$ cat src/hdl/tbcd_pkg.sv
`default_nettype none
package tbcd_pkg;

    // Hold length counter width
    localparam int HOLD_BITS = 8;
    localparam int CMP_W     = (HOLD_BITS > 8) ? HOLD_BITS : 8;
    localparam logic [HOLD_BITS-1:0] HOLD_MAX = {HOLD_BITS{1'b1}};

    // Configuration port
    localparam int CFG_W     = 16;
    localparam int CFG_IDX_W = 2;
    localparam logic [CFG_IDX_W-1:0] CFG_LONG_HOLD   = 2'd0;
    localparam logic [CFG_IDX_W-1:0] CFG_CLICK_WIN   = 2'd1;
    localparam logic [CFG_IDX_W-1:0] CFG_WATCHED_REG = 2'd2;

    localparam logic [7:0]  RST_LONG_HOLD   = 8'd5;
    localparam logic [15:0] RST_CLICK_WIN   = 16'd100;
    localparam logic [7:0]  RST_WATCHED_REG = 8'h12;

    // Input item kinds
    localparam logic KIND_SAMPLE = 1'b0;
    localparam logic KIND_TICK   = 1'b1;

    // Port patterns
    localparam logic [7:0] NIBBLE_MASK = 8'hF0;
    localparam logic [7:0] PAT_A_PRESS = 8'h40;
    localparam logic [7:0] PAT_B_PRESS = 8'h80;
    localparam logic [7:0] PAT_RELEASE = 8'hC0;

    localparam logic [1:0] CLICKS_MANY = 2'd3;

    // Results of one item
    localparam int MAX_EV   = 4;
    localparam int EV_CNT_W = 3;

    // Event queue
    localparam int Q_DEPTH = 8;
    localparam int Q_PTR_W = 3;
    localparam int Q_CNT_W = 4;

    typedef enum logic [1:0] {
        EV_A_CLICK = 2'd0,
        EV_B_CLICK = 2'd1,
        EV_A_LONG  = 2'd2,
        EV_B_LONG  = 2'd3
    } t_event;

    typedef struct packed {
        logic [EV_CNT_W-1:0]     count;
        logic [MAX_EV-1:0][1:0]  codes;
    } t_batch;

endpackage
`default_nettype wire

$ cat src/hdl/tbcd_classifier.sv
`default_nettype none
module tbcd_classifier (
    input  wire logic                               i_clk,
    input  wire logic                               i_rst_n,
    input  wire logic                               i_cfg_we,
    input  wire logic [tbcd_pkg::CFG_IDX_W-1:0]     i_cfg_idx,
    input  wire logic [tbcd_pkg::CFG_W-1:0]         i_cfg_data,
    input  wire logic                               i_valid,
    input  wire logic                               i_kind,
    input  wire logic [7:0]                         i_reg_addr,
    input  wire logic [7:0]                         i_port_value,
    output tbcd_pkg::t_batch                        o_batch
);
    import tbcd_pkg::*;

    logic [7:0]           r_long_hold;
    logic [15:0]          r_click_win;
    logic [7:0]           r_watched;

    logic [7:0]           r_a_prev, n_a_prev;
    logic [7:0]           r_b_prev, n_b_prev;
    logic                 r_a_held, n_a_held;
    logic                 r_b_held, n_b_held;
    logic [HOLD_BITS-1:0] r_a_len, n_a_len;
    logic [HOLD_BITS-1:0] r_b_len, n_b_len;
    logic [1:0]           r_a_clicks, n_a_clicks;
    logic [1:0]           r_b_clicks, n_b_clicks;
    logic [15:0]          r_window, n_window;

    logic [7:0]           hi;
    logic                 watch, is_sample, is_tick, expire;
    logic                 a_press, a_rel, a_long;
    logic                 b_press, b_rel, b_long;
    logic [15:0]          win_arm;
    logic [CMP_W-1:0]     thr;
    t_batch               batch;

    always_ff @(posedge i_clk) begin
        if (!i_rst_n) begin
            r_long_hold <= RST_LONG_HOLD;
            r_click_win <= RST_CLICK_WIN;
            r_watched   <= RST_WATCHED_REG;
        end else if (i_cfg_we) begin
            case (i_cfg_idx)
                CFG_LONG_HOLD:   r_long_hold <= i_cfg_data[7:0];
                CFG_CLICK_WIN:   r_click_win <= i_cfg_data[15:0];
                CFG_WATCHED_REG: r_watched   <= i_cfg_data[7:0];
                default: ;
            endcase
        end
    end

    always_comb begin
        hi        = i_port_value & NIBBLE_MASK;
        watch     = (i_reg_addr == r_watched);
        is_sample = i_valid && (i_kind == KIND_SAMPLE);
        is_tick   = i_valid && (i_kind == KIND_TICK);
        thr       = CMP_W'(r_long_hold);
        win_arm   = (r_click_win == 16'd0) ? 16'd1 : r_click_win;

        a_press = is_sample && watch && (hi == PAT_A_PRESS);
        a_rel   = is_sample && watch && !a_press && (r_a_prev == PAT_A_PRESS)
                  && (hi == PAT_RELEASE);
        a_long  = a_rel && (CMP_W'(r_a_len) >= thr);

        b_press = is_sample && watch && (i_port_value == PAT_B_PRESS);
        b_rel   = is_sample && watch && !b_press && (r_b_prev == PAT_B_PRESS)
                  && (i_port_value == PAT_RELEASE);
        b_long  = b_rel && (CMP_W'(r_b_len) >= thr);

        expire  = is_tick && (r_window == 16'd1);

        n_a_prev   = r_a_prev;
        n_b_prev   = r_b_prev;
        n_a_held   = r_a_held;
        n_b_held   = r_b_held;
        n_a_len    = r_a_len;
        n_b_len    = r_b_len;
        n_a_clicks = r_a_clicks;
        n_b_clicks = r_b_clicks;
        n_window   = r_window;

        if (is_sample) begin
            n_a_prev = hi;
            n_b_prev = i_port_value;
        end

        if (a_press) begin
            if (!r_a_held) begin
                n_a_held = 1'b1;
                n_a_len  = HOLD_BITS'(1);
            end else if (r_a_len != HOLD_MAX) begin
                n_a_len = r_a_len + HOLD_BITS'(1);
            end
        end else if (a_rel) begin
            if (!a_long && (r_a_clicks != CLICKS_MANY)) begin
                n_a_clicks = r_a_clicks + 2'd1;
            end
            n_a_held = 1'b0;
            n_a_len  = '0;
        end

        if (b_press) begin
            if (!r_b_held) begin
                n_b_held = 1'b1;
                n_b_len  = HOLD_BITS'(1);
            end else if (r_b_len != HOLD_MAX) begin
                n_b_len = r_b_len + HOLD_BITS'(1);
            end
        end else if (b_rel) begin
            if (!b_long && (r_b_clicks != CLICKS_MANY)) begin
                n_b_clicks = r_b_clicks + 2'd1;
            end
            n_b_held = 1'b0;
            n_b_len  = '0;
        end

        if (a_rel || b_rel) begin
            n_window = win_arm;
        end else if (is_tick && (r_window != 16'd0)) begin
            n_window = r_window - 16'd1;
        end

        if (expire) begin
            n_a_clicks = '0;
            n_b_clicks = '0;
        end

        // Collect events in report order
        batch = '0;
        if (a_long) begin
            batch.codes[batch.count[1:0]] = EV_A_LONG;
            batch.count = batch.count + EV_CNT_W'(1);
        end
        if (b_long) begin
            batch.codes[batch.count[1:0]] = EV_B_LONG;
            batch.count = batch.count + EV_CNT_W'(1);
        end
        if (expire && (r_a_clicks == 2'd1 || r_a_clicks == 2'd2)) begin
            batch.codes[batch.count[1:0]] = EV_A_CLICK;
            batch.count = batch.count + EV_CNT_W'(1);
        end
        if (expire && (r_a_clicks == 2'd2)) begin
            batch.codes[batch.count[1:0]] = EV_A_CLICK;
            batch.count = batch.count + EV_CNT_W'(1);
        end
        if (expire && (r_b_clicks == 2'd1 || r_b_clicks == 2'd2)) begin
            batch.codes[batch.count[1:0]] = EV_B_CLICK;
            batch.count = batch.count + EV_CNT_W'(1);
        end
        if (expire && (r_b_clicks == 2'd2)) begin
            batch.codes[batch.count[1:0]] = EV_B_CLICK;
            batch.count = batch.count + EV_CNT_W'(1);
        end
    end

    assign o_batch = batch;

    always_ff @(posedge i_clk) begin
        if (!i_rst_n) begin
            r_a_prev   <= PAT_RELEASE;
            r_b_prev   <= PAT_RELEASE;
            r_a_held   <= 1'b0;
            r_b_held   <= 1'b0;
            r_a_len    <= '0;
            r_b_len    <= '0;
            r_a_clicks <= '0;
            r_b_clicks <= '0;
            r_window   <= '0;
        end else begin
            r_a_prev   <= n_a_prev;
            r_b_prev   <= n_b_prev;
            r_a_held   <= n_a_held;
            r_b_held   <= n_b_held;
            r_a_len    <= n_a_len;
            r_b_len    <= n_b_len;
            r_a_clicks <= n_a_clicks;
            r_b_clicks <= n_b_clicks;
            r_window   <= n_window;
        end
    end

endmodule
`default_nettype wire

$ cat src/hdl/two_button_click_long_press_detector.sv
// Flow: a transaction is registered, classified in the next cycle and its events
// enter the output queue, which offers the first event once the write is registered.
// Throughput: one transaction per cycle while the queued events, plus four for an
// item still in the input register, number four or fewer; events drain one per cycle
// while i_out_stall is low. Reset: synchronous, active low; restores the control and
// configuration registers to their defaults and empties the queue.
`default_nettype none
module two_button_click_long_press_detector (
    input  wire logic                               i_clk,
    input  wire logic                               i_rst_n,
    input  wire logic                               i_cfg_we,
    input  wire logic [tbcd_pkg::CFG_IDX_W-1:0]     i_cfg_idx,
    input  wire logic [tbcd_pkg::CFG_W-1:0]         i_cfg_data,
    input  wire logic                               i_in_valid,
    output      logic                               o_in_stall,
    input  wire logic                               i_kind,
    input  wire logic [7:0]                         i_reg_addr,
    input  wire logic [7:0]                         i_port_value,
    output      logic                               o_out_valid,
    input  wire logic                               i_out_stall,
    output      logic [1:0]                         o_event_code,
    output      logic                               o_last
);
    import tbcd_pkg::*;

    logic                 r_in_v;
    logic                 r_kind;
    logic [7:0]           r_reg_addr;
    logic [7:0]           r_port_value;

    logic [1:0]           r_q_code [Q_DEPTH];
    logic                 r_q_last [Q_DEPTH];
    logic [Q_PTR_W-1:0]   r_wr_ptr, n_wr_ptr;
    logic [Q_PTR_W-1:0]   r_rd_ptr, n_rd_ptr;
    logic [Q_CNT_W-1:0]   r_count, n_count;

    logic                 in_acc, out_acc;
    logic [Q_CNT_W:0]     reserved;
    t_batch               batch;

    // Reserve room for the worst case of the item already in the input register
    assign reserved   = {1'b0, r_count} + (r_in_v ? (Q_CNT_W+1)'(MAX_EV) : '0);
    assign o_in_stall = reserved > (Q_CNT_W+1)'(Q_DEPTH - MAX_EV);
    assign in_acc     = i_in_valid && !o_in_stall;

    assign o_out_valid  = (r_count != '0);
    assign o_event_code = r_q_code[r_rd_ptr];
    assign o_last       = r_q_last[r_rd_ptr];
    assign out_acc      = o_out_valid && !i_out_stall;

    always_ff @(posedge i_clk) begin
        if (!i_rst_n) begin
            r_in_v <= 1'b0;
        end else begin
            r_in_v <= in_acc;
        end
    end

    always_ff @(posedge i_clk) begin
        if (in_acc) begin
            r_kind       <= i_kind;
            r_reg_addr   <= i_reg_addr;
            r_port_value <= i_port_value;
        end
    end

    tbcd_classifier u_classifier (
        .i_clk        (i_clk),
        .i_rst_n      (i_rst_n),
        .i_cfg_we     (i_cfg_we),
        .i_cfg_idx    (i_cfg_idx),
        .i_cfg_data   (i_cfg_data),
        .i_valid      (r_in_v),
        .i_kind       (r_kind),
        .i_reg_addr   (r_reg_addr),
        .i_port_value (r_port_value),
        .o_batch      (batch)
    );

    always_comb begin
        n_wr_ptr = r_wr_ptr + Q_PTR_W'(batch.count);
        n_rd_ptr = r_rd_ptr + (out_acc ? Q_PTR_W'(1) : '0);
        n_count  = r_count + Q_CNT_W'(batch.count) - (out_acc ? Q_CNT_W'(1) : '0);
    end

    always_ff @(posedge i_clk) begin
        if (!i_rst_n) begin
            r_wr_ptr <= '0;
            r_rd_ptr <= '0;
            r_count  <= '0;
        end else begin
            r_wr_ptr <= n_wr_ptr;
            r_rd_ptr <= n_rd_ptr;
            r_count  <= n_count;
        end
    end

    // Write the whole batch of one item at once; flag its final event
    always_ff @(posedge i_clk) begin
        for (int k = 0; k < MAX_EV; k++) begin
            if (EV_CNT_W'(k) < batch.count) begin
                r_q_code[r_wr_ptr + Q_PTR_W'(k)] <= batch.codes[k];
                r_q_last[r_wr_ptr + Q_PTR_W'(k)] <=
                    (EV_CNT_W'(k) == batch.count - EV_CNT_W'(1));
            end
        end
    end

`ifndef SYNTH
    a_room_for_batch: assert property (@(posedge i_clk) disable iff (!i_rst_n)
        r_in_v |-> (r_count <= Q_CNT_W'(Q_DEPTH - MAX_EV)))
        else $error("queue lacks room for a classified item");

    a_count_bound: assert property (@(posedge i_clk) disable iff (!i_rst_n)
        1'b1 |-> (r_count <= Q_CNT_W'(Q_DEPTH)))
        else $error("event queue count out of range");

    a_batch_whole: assert property (@(posedge i_clk) disable iff (!i_rst_n)
        (o_out_valid && !o_last) |-> (r_count > Q_CNT_W'(1)))
        else $error("non-final event without its follower queued");
`endif

endmodule
`default_nettype wire

$ cat config.mk
export PLATFORM = sky130hd
export DESIGN_NAME = two_button_click_long_press_detector
export DESIGN_NICKNAME = d
export VERILOG_FILES = /design/src/hdl/tbcd_pkg.sv /design/src/hdl/tbcd_classifier.sv /design/src/hdl/two_button_click_long_press_detector.sv
export SDC_FILE = /design/constraint.sdc
export NUM_CORES = 1
export LEC_CHECK = 0
export BUFFER_PORTS_ARGS = -buffer_cell sky130_fd_sc_hd__buf_2
export CORE_MARGIN = 1.5
export CORE_UTILIZATION = 60
export DETAILED_ROUTE_END_ITERATION = 16
export GPL_TIMING_DRIVEN = 0
export PLACE_DENSITY = 0.9
export SLEW_MARGIN = 10
export SYNTH_ARGS = -nofsm -noshare
export SYNTH_HDL_FRONTEND = slang
export SYNTH_HIERARCHICAL = 1
export SYNTH_SLANG_ARGS = --single-unit
$ cat constraint.sdc
create_clock -name i_clk -period 9.4 [get_ports i_clk]
set_input_delay 1.41 -clock i_clk [delete_from_list [all_inputs] [get_ports i_clk]]
set_output_delay 1.41 -clock i_clk [all_outputs]
set_load 0.005 [all_outputs]
* Yosys cells after proc, flatten, opt, wreduce, memory -nomap -nowiden
Memory sizes are Yosys's and may differ from the RTL's. A register that Yosys moved wholly into a read port is not among the register bits.
Index checks and enable logic that the tools add are counted.
** Storage, ports and cells
- RAM bits :: 24
- Memories :: 2
- Word-level logic and storage cells :: 193
- Bits of input ports :: 40
- ROM bits :: 0
- Bits in latches :: 0
- Register bits after elaboration :: 110
** Memory list
- r_q_code :: depth 8, width 2, read ports 1, clocked after memory_dff 1, wr ports 4, RTL line two_button_click_long_press_detector.sv:31 : logic [1:0] r_q_code [Q_DEPTH];
- r_q_last :: depth 8, width 1, read ports 1, clocked after memory_dff 1, wr ports 4, RTL line two_button_click_long_press_detector.sv:32 : logic r_q_last [Q_DEPTH];
** Cells by class
- $mul :: 0
- Shift-type cells :: 0
- Reductions and logical operators :: 53
- Divide/modulo/power cells :: 0
- Bitwise operators :: 15
- $add $sub $neg :: 19
- Eq/ne operators :: 23
- Multiplexer cells :: 45
- Magnitude comparators :: 17
** Operators by type and width (count)
- 8-bit two-way mux :: 8
- 11-bit two-way mux :: 5
- 16-bit two-way mux :: 3
- 1-bit logical AND :: 28
- 8-bit == test, second input constant :: 3
- 2-bit demux with 2-bit select :: 5
- 8-bit by 1-bit adder with 8-bit output, second input constant :: 2
- 8-bit AND :: 2
- 16-bit by 1-bit == test with 1-bit output, second input constant :: 1
- 8-bit >= comparator :: 2
- 16-bit zero test :: 1
- 8-bit inequality test, second input constant :: 2
- 8-bit NOT :: 2
- 16-bit nonzero test :: 1
- 16-bit by 1-bit subtractor with 16-bit output, second input constant :: 1
- 3-bit by 1-bit adder with 3-bit output, second input constant :: 5
- 1-bit two-way mux :: 15
- 2-bit by 3-bit less-than comparator with 1-bit output, second input constant :: 4
- 2-bit two-way mux :: 6
- 2-bit AND reduction :: 5
- 3-bit two-way mux :: 3
- 4-bit AND :: 2
- 4-bit by 3-bit == test with 1-bit output, second input constant :: 2
- 8-bit == test :: 1
- 34 further kinds :: 63

* Logic depth before layout (Yosys ltp)
- Depth in word-level cells :: 47
- Gate-level depth with buffers :: 33

* Modules after synthesis
Netlist, hierarchy kept.
** By module, submodules not included
- tbcd_classifier :: area an instance 4733.3 µm², instances 1, cells each 599
- two_button_click_long_press_detector :: area an instance 3173.0 µm², instances 1, cells each 283

* Worst setup path after synthesis
No wires, ideal clock.
- Path kind :: flip-flop to flip-flop
- Start :: register r_kind
- End :: register r_count[3]
- Clock period less this slack :: 5.608 ns
- Data required time :: 9.285 ns
- Setup slack :: 3.792 ns
- Stages on the path, launching flop included :: 30
- Arrival :: 5.493 ns
- Cell sequence :: edfxtp_1 > nor4b_2 > nand2b_1 > or3_1 > nand2b_1 > a21oi_1 > ha_1 > clkbuf_1 > xnor2_1 > ha_1 > nand2_1 > o21ai_0 > nand2b_1 > a21oi_1 > ha_1 > nand2_1 > o21ai_0 > ha_1 > a21oi_1 > o21ai_0 > a31o_2 > buf_2 > inv_1 > ha_1 > inv_1 > ha_1 > a21o_1 > a21oi_1 > xnor2_1 > and2_1
** RTL lines
- start: declaration :: RTL line two_button_click_long_press_detector.sv:27 : logic r_kind;
- start signal: assignment :: RTL line two_button_click_long_press_detector.sv:61 : r_kind <= i_kind;
- end signal: assignment :: RTL line two_button_click_long_press_detector.sv:94 : r_count <= n_count;
- end: declaration :: RTL line two_button_click_long_press_detector.sv:35 : logic [Q_CNT_W-1:0] r_count, n_count;

==> results_dict.tcl <==
set metrics [dict create \
    outcome "finished clean" \
    dr.first_iter.drc_count 543 \
    clk_latency_ns 0.42 \
    synth_largest_area_cell "dfxtp_1" \
    synth-edff-count 41 \
    gp_routability_congestion 0.9112 \
    setup-tns-final_ns 0 \
    root_buffer "clkbuf_16" \
    start_util_pct 62.15 \
    synthDominantCellAreaShare_pct 22.54 \
    cp.required_ns 9.72 \
    r2r_start "r_kind" \
    p_leak_nw 3.508 \
    nNetsFinal 1042 \
    fin_crit_ns 6.734 \
    clock_path_buffers 2 \
    worstSetupPathType "register to register" \
    dieArea_um2 13870 \
    async_reset_ff_share_pct 0 \
    yosys-top-cells-area "dfxtp_1 (23%), edfxtp_1 (16%), ha_1 (8.5%)" \
    hold_slack_ns 0.4549 \
    clock_sinks 130 \
    grt.total_usage_pct 28.72 \
    period_share_pct 71.63 \
    dieHeight_um 117.8 \
    wl_per_cell_um 17.41 \
    regArea_um2 3013 \
    cts_max_level 4 \
    post-cts-setup-buffer-count 0 \
    maxCapViolCount 0 \
    vias 6996 \
    tritoncts "built" \
    dieWidth_um 117.8 \
    finalSetupViolations 0 \
    io_buffer_count 44 \
    rsz0062_at_grt "false" \
    slew_violations 0 \
    cpMostUsedCell "ha_1" \
    post-route-drc-count 0 \
    syn_area_per_cell_um2 8.964 \
    slowest_delay_ns 0.66 \
    ys.flop_type "dfxtp_1" \
    slowest_stage "nor4_2" \
    ioPinCount 45 \
    top_regs "r_q_code x16, u_classifier/r_click_win x16, u_classifier/r_window x16" \
    via_per_inst 6.186 \
    antenna_found_initial 0 \
    hpwl_um 14510 \
    grt_pass1_wl_um 32030 \
    ys_warn_count 6 \
    hp-start "u_classifier/r_b_prev[1]" \
    end_kind "register" \
    worst-path-max-fanout 10 \
    syn_inst 882 \
    grt_max_degree 18 \
    ant_nets 0 \
    drt_wl_total_um 19690 \
    max-slew-margin-rel_pct 40.89 \
    cts-resized-gates 0 \
    yosysSeqAreaShare_pct 38.11 \
    netlist_area_um2 7906 \
    tightestPinTransition_ns 0.8867 \
    arrival_ns 7.05 \
    num_rows 41 \
    insertedDiodeCount 0 \
    fill_cells 979 \
    startpoint "r_kind" \
    yosys_register_bits 130 \
    multi_input_area_um2 4554 \
    ir_drop_mv 0.1791 \
    p_per_area_nw_per_um2 178.7 \
    fin_skew_ns 0.01197 \
    yosysUniqueCellTypes 88 \
    cts.reportedPaths.clkPinSlew_ns 0.06 \
    cts_hold_buf 0 \
    fmax_ghz 0.1485 \
    core_um2 12720 \
    grt_pass1_vias 6593 \
    numCtsBuffers 17 \
    dr.pass1.iters 6 \
    hold_viol_final 0 \
    syn_to_final_growth_pct 12.55 \
    grt_remaining_overflow 0 \
    drive_above_1_share_pct 13.87 \
    hold_class "register to register" \
    cp-start-kind "register" \
]
-- where the power goes --
part | total [mW] | leakage (nW) | switching [mW] | internal, mW
logic | 0.288 | 2.09 | 0.166 | 0.122
registers | 0.678 | 1.15 | 0.0420 | 0.636
clock network | 0.623 | 0.273 | 0.252 | 0.371
total | 1.59 | 3.51 | 0.461 | 1.13
-- area by class of cell --
cell class | count | area share [%]
clock inverters | 12 | 1.195
inverters | 47 | 1.983
plain buffers | 36 | 1.870
well taps | 172 | 2.418
multi-input cells | 670 | 51.18
flip-flops and latches | 130 | 33.86
clock buffers | 20 | 5.020
repair buffers | 44 | 2.475
-- worst max-delay path: cells and delay by family (launching register included) --
family,cells,cell delay (ns)
DFF,1,0.49
and+or+nand+nor,8,1.94
adders and majority gates,6,1.85
xor gates and xnor gates,2,0.21
buffers and inverters,4,0.76
AOI/OAI and AO/OA,8,1.39
-- routing by layer --
layer	part of all wire (%)	up-vias	GRT usage, %
met3	7.4	61	6.444
met1	41	3271	35.17
met4	2.4	0	9.299
met5	0	-	0
met2	49	353	50.11
li1	-	3311	-
-- path summary, 6_finish.rpt --
path | slack, ns | depth (start not counted) | endpoint
setup / recovery | 2.67 | 28 | r_count[3]
hold / removal | 0.45 | 2 | u_classifier/r_b_prev[1]
setup reg to reg | 2.67 | 28 | r_count[3]
hold reg to reg | 0.45 | 2 | u_classifier/r_b_prev[1]
-- Yosys cell counts (4+ instances only) --
library cell / instances
nand2_1: 113
a21oi_1: 89
dfxtp_1: 89
nor2_1: 60
ha_1: 54
inv_1: 47
edfxtp_1: 41
nand3_1: 35
mux2i_1: 26
o22ai_1: 24
xnor2_1: 20
and2_1: 19
clkbuf_1: 18
nand2b_1: 14
o21a_1: 14
nor3_1: 13
nand4_1: 12
o21ai_0: 11
xor2_1: 11
a22oi_1: 9
nor4_1: 9
o211ai_1: 8
a21o_1: 7
or3_1: 7
buf_1: 6
buf_2: 6
mux4_2: 6
nor3b_1: 6
a31oi_1: 5
nor2b_1: 5
or2_2: 5
buf_4: 4
nand3b_1: 4
or4_1: 4
-- cell families after synthesis --
kind of cell             count (synthesis)  share of synthesized area, %
AO/OA/AOI/OAI                          204                         16.62
XOR/XNOR                                32                         3.782
adder cells (fa/ha/maj)                 56                         9.052
buffers and inverters                   83                         4.336
flip-flops                             130                         38.11
multiplexers                            35                         5.428
other                                    1                       0.04743
AND/OR/NAND/NOR                        341                         22.63
-- layout by cell type, fill, tap and decap left out, types with 4 or more instances in the layout --
cell       Yosys  routed
and2_1        19      19
or2_2          5       5
nand2_1      113     113
a31oi_1        5       5
a21o_1         7       7
clkbuf_1      18      20
xnor2_1       20      20
nor2b_1        5       5
clkbuf_16      0      17
dfxtp_1       89      89
o21a_1        14      14
nand3b_1       4       4
mux4_2         6       6
or3_1          7       7
nor2_1        60      60
edfxtp_1      41      41
or4_1          4       4
inv_1         47      47
mux2i_1       26      26
o211ai_1       8       8
nor4_1         9       9
buf_1          6       6
nor3_1        13      13
nor3b_1        6       6
ha_1          54      54
nand3_1       35      35
a21oi_1       89      89
o21ai_0       11      11
buf_2          6      50
a22oi_1        9       9
buf_4          4       4
nand4_1       12      12
o22ai_1       24      24
xor2_1        11      11
nand2b_1      14      14
-- stage by stage --
stage | util (%) | instances | total power [mW] | setup WS (ns) | instance area, um^2
detailed placement | 65.60 | 1099 | 0.9726 | 2.877 | 8346
global route | 69.94 | 1131 | 1.661 | 2.182 | 8899
global placement | 65.60 | 1099 | 0.9574 | 3.010 | 8346
finish | 69.94 | 1131 | 1.590 | 2.666 | 8899
CTS | 69.94 | 1131 | 1.592 | 2.790 | 8899
floorplan | - | 883 | 0.8873 | 3.792 | 7910
No activity file was read; power rests on OpenSTA's default activity.
